## src/hw/rtl/isqrt32_pkg.sv

```systemverilog
// Shared constants for the 32-bit integer square root pipeline.
// No dependencies; imported by isqrt32_stage and integer_square_root_32.
package isqrt32_pkg;

  // Field widths on the stream ports
  localparam int RADICAND_W = 32;
  localparam int ROOT_W     = 16;

  // Radicand bits consumed per recurrence step
  localparam int PAIR_W     = 2;

endpackage

```

## src/hw/rtl/integer_square_root_32.sv

```systemverilog
// Pipelined integer square root: root = floor(sqrt(radicand)) for a 32-bit
// unsigned radicand. One pipeline stage settles each root bit, and a new
// transaction is taken every cycle unless back-pressure has stalled the input.
// Each stage has its own valid bit and holds under back-pressure, so a stall
// at the output only fills bubbles upstream; nothing is lost or repeated.
// The recurrence reads the low 2*ROOT_BITS radicand bits (zero-extended when
// ROOT_BITS is above 16); the root is reported in 16 bits.
// Depends on isqrt32_pkg and isqrt32_stage.
module integer_square_root_32 #(
  parameter int ROOT_BITS = 16  // 1..32
) (
  input  logic                               clk,
  input  logic                               rst,
  input  logic                               s_axis_tvalid,
  output logic                               s_axis_tready,
  input  logic [isqrt32_pkg::RADICAND_W-1:0] s_axis_tdata,   // [31:0] radicand
  output logic                               m_axis_tvalid,
  input  logic                               m_axis_tready,
  output logic [isqrt32_pkg::ROOT_W-1:0]     m_axis_tdata    // [15:0] root
);
  import isqrt32_pkg::*;

  localparam int RB = ROOT_BITS;
  localparam int RW = RB + 4;

  logic            vld   [0:RB];
  logic            rdy   [0:RB];
  logic [RW-1:0]   rem   [0:RB];
  logic [RB:0]     twice [0:RB];
  logic [2*RB-1:0] rad   [0:RB];
  logic [63:0]     rad_ext;
  logic [63:0]     root_ext;

  // Fit radicand to the recurrence width
  assign rad_ext = 64'(s_axis_tdata);

  assign vld[0]   = s_axis_tvalid;
  assign rem[0]   = '0;
  assign twice[0] = '0;
  assign rad[0]   = rad_ext[2*RB-1:0];
  assign s_axis_tready = rdy[0];

  // One stage per root bit
  for (genvar i = 0; i < RB; i++) begin : g_stage
    isqrt32_stage #(
      .RB   (RB),
      .STEP (i)
    ) u_stage (
      .clk       (clk),
      .rst       (rst),
      .in_valid  (vld[i]),
      .in_ready  (rdy[i]),
      .in_rem    (rem[i]),
      .in_twice  (twice[i]),
      .in_rad    (rad[i]),
      .out_valid (vld[i+1]),
      .out_ready (rdy[i+1]),
      .out_rem   (rem[i+1]),
      .out_twice (twice[i+1]),
      .out_rad   (rad[i+1])
    );
  end

  // Root is half the final doubled root
  assign root_ext      = 64'(twice[RB][RB:1]);
  assign m_axis_tvalid = vld[RB];
  assign rdy[RB]       = m_axis_tready;
  assign m_axis_tdata  = root_ext[ROOT_W-1:0];

`ifndef SYNTH
  // Empty output stage means the whole chain can advance
  a_ready_when_tail_empty: assert property (@(posedge clk) disable iff (rst)
    !vld[RB] |-> s_axis_tready)
    else $error("input stalled while output stage empty");

  // Accepted transaction lands in the first stage
  a_accept_fills_first: assert property (@(posedge clk) disable iff (rst)
    s_axis_tvalid && s_axis_tready |=> vld[1])
    else $error("accepted transaction missing from first stage");

  // Nothing valid right after reset
  a_reset_clears: assert property (@(posedge clk)
    rst |=> !m_axis_tvalid && !vld[1])
    else $error("valid bits set after reset");

  // Remainder never exceeds doubled root at the output
  a_rem_bound: assert property (@(posedge clk) disable iff (rst)
    vld[RB] |-> rem[RB] <= RW'(twice[RB]))
    else $error("remainder out of range");
`endif

endmodule

```

## src/hw/rtl/isqrt32_stage.sv

```systemverilog
// One registered step of the restoring square root recurrence.
// Depends on isqrt32_pkg (PAIR_W). Instantiated once per root bit by the top level.
module isqrt32_stage #(
  parameter int RB   = 16,  // root bits in the whole recurrence
  parameter int STEP = 0    // which root bit this stage settles, MSB first
) (
  input  logic                clk,
  input  logic                rst,
  // upstream side
  input  logic                in_valid,
  output logic                in_ready,
  input  logic [RB+3:0]       in_rem,
  input  logic [RB:0]         in_twice,
  input  logic [2*RB-1:0]     in_rad,
  // downstream side
  output logic                out_valid,
  input  logic                out_ready,
  output logic [RB+3:0]       out_rem,
  output logic [RB:0]         out_twice,
  output logic [2*RB-1:0]     out_rad
);
  import isqrt32_pkg::*;

  localparam int RW  = RB + 4;
  localparam int POS = PAIR_W * (RB - 1 - STEP);

  logic [RB:0]   twice_sh;
  logic [RW-1:0] rem_sh;
  logic [RW-1:0] diff;
  logic          take;
  logic [RW-1:0] rem_next;
  logic [RB:0]   twice_next;

  // Shift in next radicand pair, trial subtract (doubled root + 1)
  always_comb begin
    twice_sh   = {in_twice[RB-1:0], 1'b0};
    rem_sh     = {in_rem[RW-PAIR_W-1:0], in_rad[POS +: PAIR_W]};
    take       = RW'(twice_sh) < rem_sh;
    diff       = rem_sh - RW'(twice_sh) - RW'(1);
    rem_next   = take ? diff : rem_sh;
    twice_next = take ? (twice_sh + (RB+1)'(2)) : twice_sh;
  end

  // Stage moves when empty or when downstream takes its transaction
  assign in_ready = !out_valid || out_ready;

  always_ff @(posedge clk) begin
    if (rst) begin
      out_valid <= 1'b0;
    end else if (in_ready) begin
      out_valid <= in_valid;
    end
  end

  always_ff @(posedge clk) begin
    if (in_ready && in_valid) begin
      out_rem   <= rem_next;
      out_twice <= twice_next;
      out_rad   <= in_rad;
    end
  end

endmodule
```

## config.mk

```make
export PLATFORM = sky130hd
export DESIGN_NAME = integer_square_root_32
export DESIGN_NICKNAME = d
export VERILOG_FILES = /design/src/hw/rtl/isqrt32_pkg.sv /design/src/hw/rtl/integer_square_root_32.sv /design/src/hw/rtl/isqrt32_stage.sv
export SDC_FILE = /design/constraint.sdc
export NUM_CORES = 1
export LEC_CHECK = 0
export BUFFER_PORTS_ARGS = -buffer_cell sky130_fd_sc_hd__buf_4
export CAP_MARGIN = 25
export CORE_MARGIN = 2
export CORE_UTILIZATION = 55
export DETAILED_ROUTE_END_ITERATION = 8
export PLACE_DENSITY = 0.74
export SYNTH_ARGS = -nofsm -noshare
export SYNTH_HDL_FRONTEND = slang
export SYNTH_HIERARCHICAL = 1
export SYNTH_SLANG_ARGS = --single-unit
export TNS_END_PERCENT = 5
```

## constraint.sdc

```tcl
create_clock -name clk -period 6.4 [get_ports clk]
set_input_delay 1.28 -clock clk [delete_from_list [all_inputs] [get_ports clk]]
set_output_delay 1.28 -clock clk [all_outputs]
set_load 0.005 [all_outputs]
```

Yosys cells after proc, flatten, opt, wreduce, memory -nomap -nowiden
Cells that the tools add are included.

Register bits after elaboration: 753. Latch bits: 0. RAM bits: 0. Memory bits (read-only): 0. Input port bits: 36. Output and inout bits: 18. Logic and storage cells: 216. Memories: 0.

$add $sub $neg: 44. $mul: 0. Div/mod/pow operators: 0. Magnitude comparators: 16. Eq/ne operators: 0. Shifts and indexed selects: 0. Muxes and demuxes: 31. Bitwise logic cells: 0. Reduce and logical (&&, ||, !) cells: 48.

Operators by type and width (count): 17-bit by 20-bit less-than comparator with 1-bit output (14); 18-bit 2-to-1 mux (14); 18-bit by 1-bit subtractor with 18-bit output, second input constant (14); 18-bit by 17-bit subtractor with 18-bit output (13); 16-bit by 2-bit adder with 16-bit output, second input constant (13); 16-bit 2-to-1 mux (13); 3-bit by 20-bit less-than comparator with 1-bit output (1); 18-bit by 3-bit subtractor with 18-bit output (1); 17-bit by 2-bit adder with 17-bit output, second input constant (1); 17-bit 2-to-1 mux (1); 1-bit logical AND (16); 1-bit zero test (16); 1-bit logical OR (16); 3-bit by 2-bit adder with 4-bit output, second input constant (1); 2-bit 2-to-1 mux (2); 4-bit 2-to-1 mux (1); 2-bit by 1-bit subtractor with 3-bit output, second input constant (1); 1-bit by 2-bit less-than comparator with 1-bit output, first input constant (1).

Logic depth before layout (Yosys ltp)
Depth in word-level cells: 18. Mapped depth: 17. Depth with buffers taken out: 17.

By module
Netlist, hierarchy kept.

By module, submodules not included: isqrt32_stage (g_stage[11].u_stage ...) (instances 11, cells an instance 343, area an instance 3891.2 um^2, sequential area each 2062.0 um^2); isqrt32_stage (g_stage[0].u_stage ...) (instances 5, cells an instance 329, area an instance 3881.2 um^2, sequential area each 2062.0 um^2); integer_square_root_32 (instances 1, cells an instance 1, area an instance 3.8 um^2, sequential area each 0.0 um^2).

Worst setup path after synthesis
OpenSTA, ideal clock, no wires.

Path type: input to register. Start: in m_axis_tready. End: reg g_stage[0].u_stage.out_rad[0], enable pin. Setup time: 434 ps. Data arrival time: 4845 ps. Required time: 5966 ps. Slack: 1121 ps. Cell stages on the path: 17. Buffers on the path: 0. Cell sequence: nand2b_1 -> nand2b_1 -> nand2b_1 -> nand2b_1 -> nand2b_1 -> nand2b_1 -> nand2b_1 -> nand2b_1 -> nand2b_1 -> nand2b_1 -> nand2b_1 -> nand2b_1 -> nand2b_1 -> nand2b_1 -> nand2b_1 -> nand2b_1 -> and2_1.

RTL lines: start: declaration (line integer_square_root_32.sv:18) `input logic m_axis_tready,`; end signal: assignment (line isqrt32_stage.sv:59) `out_rad <= in_rad;`; end: declaration (line isqrt32_stage.sv:20) `output logic [2*RB-1:0] out_rad`.

==> load_flow_metrics.sql <==
INSERT INTO impl_metrics (metric_group, metric, value, unit) VALUES
('global_route', 'grt_overflow_total', '0', ''),
('timing', 'fin_crit_sh', '0.890', ''),
('timing', 'grt_setup_unrepaired', 'false', ''),
('setup_path', 'critical_path_arrival', '4420', 'ps'),
('clock_tree', 'post_cts_resized', '0', ''),
('clock_tree', 'cts.repair_timing.setup_buffer_count', '0', ''),
('min_path', 'worstHoldStart', 'g_stage[1].u_stage/out_rad[9]$_DFFE_PP_', ''),
('routing', 'drt-initial-drc-count', '2433', ''),
('timing', 'finalSetupViolations', '0', ''),
('routing', 'drc_errors', '0', ''),
('setup_path', 'timing.rr.start', 'g_stage[15].u_stage/out_valid$_SDFFE_PP0N_', ''),
('cells_and_area', 'final_area', '0.0547', 'mm^2'),
('routing', 'finalWirelength', '103000', 'um'),
('timing', 'max-slew-margin-rel', '0.342', ''),
('timing', 'totalNegativeSetupSlack', '0', 'ps'),
('clock_tree', 'cts_tree', 'done', ''),
('min_path', 'hold_end', 'g_stage[2].u_stage/out_rad[9]$_DFFE_PP_', ''),
('place', 'dp_worst_setup_slack', '734', 'ps'),
('clock_tree', 'clkSinkCount', '767', ''),
('timing', 'postLayoutSetupSlackWorst', '703', 'ps'),
('cells_and_area', 'area_delta_synth_final', '8.94', '%'),
('clock_tree', 'root_buffer', 'clkbuf_16', ''),
('routing', 'ant_nets', '0', ''),
('setup_path', 'r2r-end', 'g_stage[0].u_stage/out_rad[10]$_DFFE_PP_', ''),
('timing', 'drv_slew', '0', ''),
('setup_path', 'regToRegSetupSlack', '2100', 'ps'),
('timing', 'fmax', '0.176', 'GHz'),
('power_and_ir_drop', 'pwr_density_cell', '217', 'mW/mm^2'),
('clock_tree', 'cts_hold_buf', '0', ''),
('routing', 'per_cell_via_count_in_the_routed_design', '5.56', ''),
('timing', 'report.final.hold_viol_count', '0', ''),
('cells_and_area', 'final_core_utilization', '0.606', ''),
('timing', 'finalCriticalPeriod', '5700', 'ps'),
('place', 'finalWeightedCongestion', '0.909', ''),
('global_route', 'grt_antenna_before_repair', '4', ''),
('synthesis', 'synthesized_instance_count', '4822', ''),
('power_and_ir_drop', 'vdd_drop_max', '239', 'uV'),
('cells_and_area', 'drive_above_1_share', '0.0669', ''),
('status', 'outcome', 'complete, no violations', ''),
('routing', 'drt-pass1-iter-count', '6', ''),
('routing', 'wire_per_inst', '16.6', 'um'),
('synthesis', 'syn-mean-instance-area', '10.4', 'um^2'),
('place', 'detailedPlacementHpwl', '77700', 'um'),
('place', 'placedInstanceArea', '0.0517', 'mm^2'),
('clock_tree', 'clock_latency', '640', 'ps'),
('clock_tree', 'ctsLongestPathBuffers', '3', ''),
('global_route', 'grt_start_max_net_pins', '60', ''),
('setup_path', 'endpoint_kind', 'output pin', ''),
('floorplan', 'floorplan.initialDensity', '0.557', ''),
('setup_path', 'crit_required', '5120', 'ps'),
('flow_run', 'max_cap_viol_count', '0', ''),
('synthesis', 'synthesis.area', '0.0502', 'mm^2'),
('floorplan', 'rows', '110', ''),
('timing', 'skew', '34.1', 'ps'),
('setup_path', 'maximum_fanout_encountered_on_the_critical_timing_path', '3', ''),
('place', 'io_buffers', '53', ''),
('floorplan', 'io_pins', '54', ''),
('floorplan', 'die_y', '306', 'um'),
('global_route', 'gr-usage-all-layers', '0.218', ''),
('floorplan', 'fp.dieArea', '0.0937', 'mm^2'),
('clock_tree', 'cts.htree.levels', '3', ''),
('global_route', 'via_count_of_the_first_global_routing_pass', '33400', ''),
('power_and_ir_drop', 'total_leakage_power', '21.8', 'nW'),
('clock_tree', 'tritoncts.num_buffers', '82', ''),
('routing', 'num_vias', '34500', ''),
('setup_path', 'worst_r2r_path_depth', '18', ''),
('cells_and_area', 'finish.net_count', '5517', ''),
('global_route', 'global_route_wire_length_before_repair', '168000', 'um'),
('floorplan', 'die_x', '306', 'um'),
('min_path', 'hold_class', 'reg -> reg', ''),
('timing', 'tightestPinTransition', '987', 'ps'),
('setup_path', 'timing_worst_setup_path_type', 'in -> out', ''),
('clock_tree', 'cts.clk_slew.worst_paths', '60', 'ps'),
('synthesis', 'synth.yosys.warnings', '6', ''),
('min_path', 'hold_path_depth', '0', ''),
('floorplan', 'coreArea', '0.0901', 'mm^2'),
('setup_path', 'timing.critical_path.from_type', 'input pin', '');
[flip-flops by register name (all words and copies together) (netlist names)]
| register | flops |
|---|---|
| g_stage.u_stage/out_rad | 240 |
| g_stage.u_stage/out_valid | 16 |
| g_stage.u_stage/out_rem | 270 |
| g_stage.u_stage/out_twice | 241 |
[how the worst max path moves through the flow]
stage	start	to	slack, ps	depth (start not counted)
2_1_floorplan	m_axis_tready	g_stage[0].u_stage/out_rad[0]$_DFFE_PP_	1240	17
3_3_place_gp	m_axis_tready	s_axis_tready	730	18
3_5_place_dp	m_axis_tready	s_axis_tready	730	18
4_1_cts	m_axis_tready	s_axis_tready	670	18
5_1_grt	m_axis_tready	s_axis_tready	440	18
6_report	m_axis_tready	s_axis_tready	700	18
[layout by cell type (no fill, tap or decap), drive strengths merged, types with 48 or more instances in the layout]
cell,instances
a211oi,85
a21o,75
a21oi,376
a31oi,53
and3,70
buf,82
clkbuf,100
conb,117
edfxtp,751
ha,496
inv,578
nand2,352
nand2b,90
nand3,163
nor2,260
nor3,126
nor4,49
o21a,48
o21ai,248
xnor2,338
xor2,72
[critical path: stages]
cell      delay (ps)
buf_4            100
nand2b_1         160
nand2b_1         190
nand2b_1         180
nand2b_1         170
nand2b_1         180
nand2b_1         180
nand2b_1         180
nand2b_1         170
nand2b_1         170
nand2b_1         170
nand2b_1         180
nand2b_1         170
nand2b_1         190
nand2b_1         180
nand2b_1         170
nand2b_1         220
buf_4            170
[where the power goes]
part	internal (W)	leakage, nW	switching (W)
combinational	0.000454	13.5	0.000672
sequential	0.00563	6.97	0.0000837
clock	0.00303	1.40	0.00201
[through the flow]
step	hold WS (ps)	instances	total power (W)
after floorplan	400	4923	0.00667
final	398	6200	0.0119
after CTS	393	6193	0.0120
after global routing	408	6200	0.0123
after detailed placement	405	6042	0.00690
after global placement	401	6042	0.00688
[layer usage]
metal,track usage,vias up,part of all wire
li1,-,17300,-
met5,0,-,0
met1,0.290,16400,0.45
met4,0.0629,0,0.025
met3,0.0270,160,0.039
met2,0.376,689,0.49
[layout make-up]
type	count	area, um^2
Clock inverter	51	692
Inverter	569	2140
Timing Repair Buffer	82	666
Antenna cell	3	7.51
Tap cell	1176	1470
Fill cell	7234	35500
Clock buffer	100	2160
Sequential cell	767	22900
Multi-Input combinational cell	3452	24700
No activity file was read; power rests on OpenSTA's default activity.
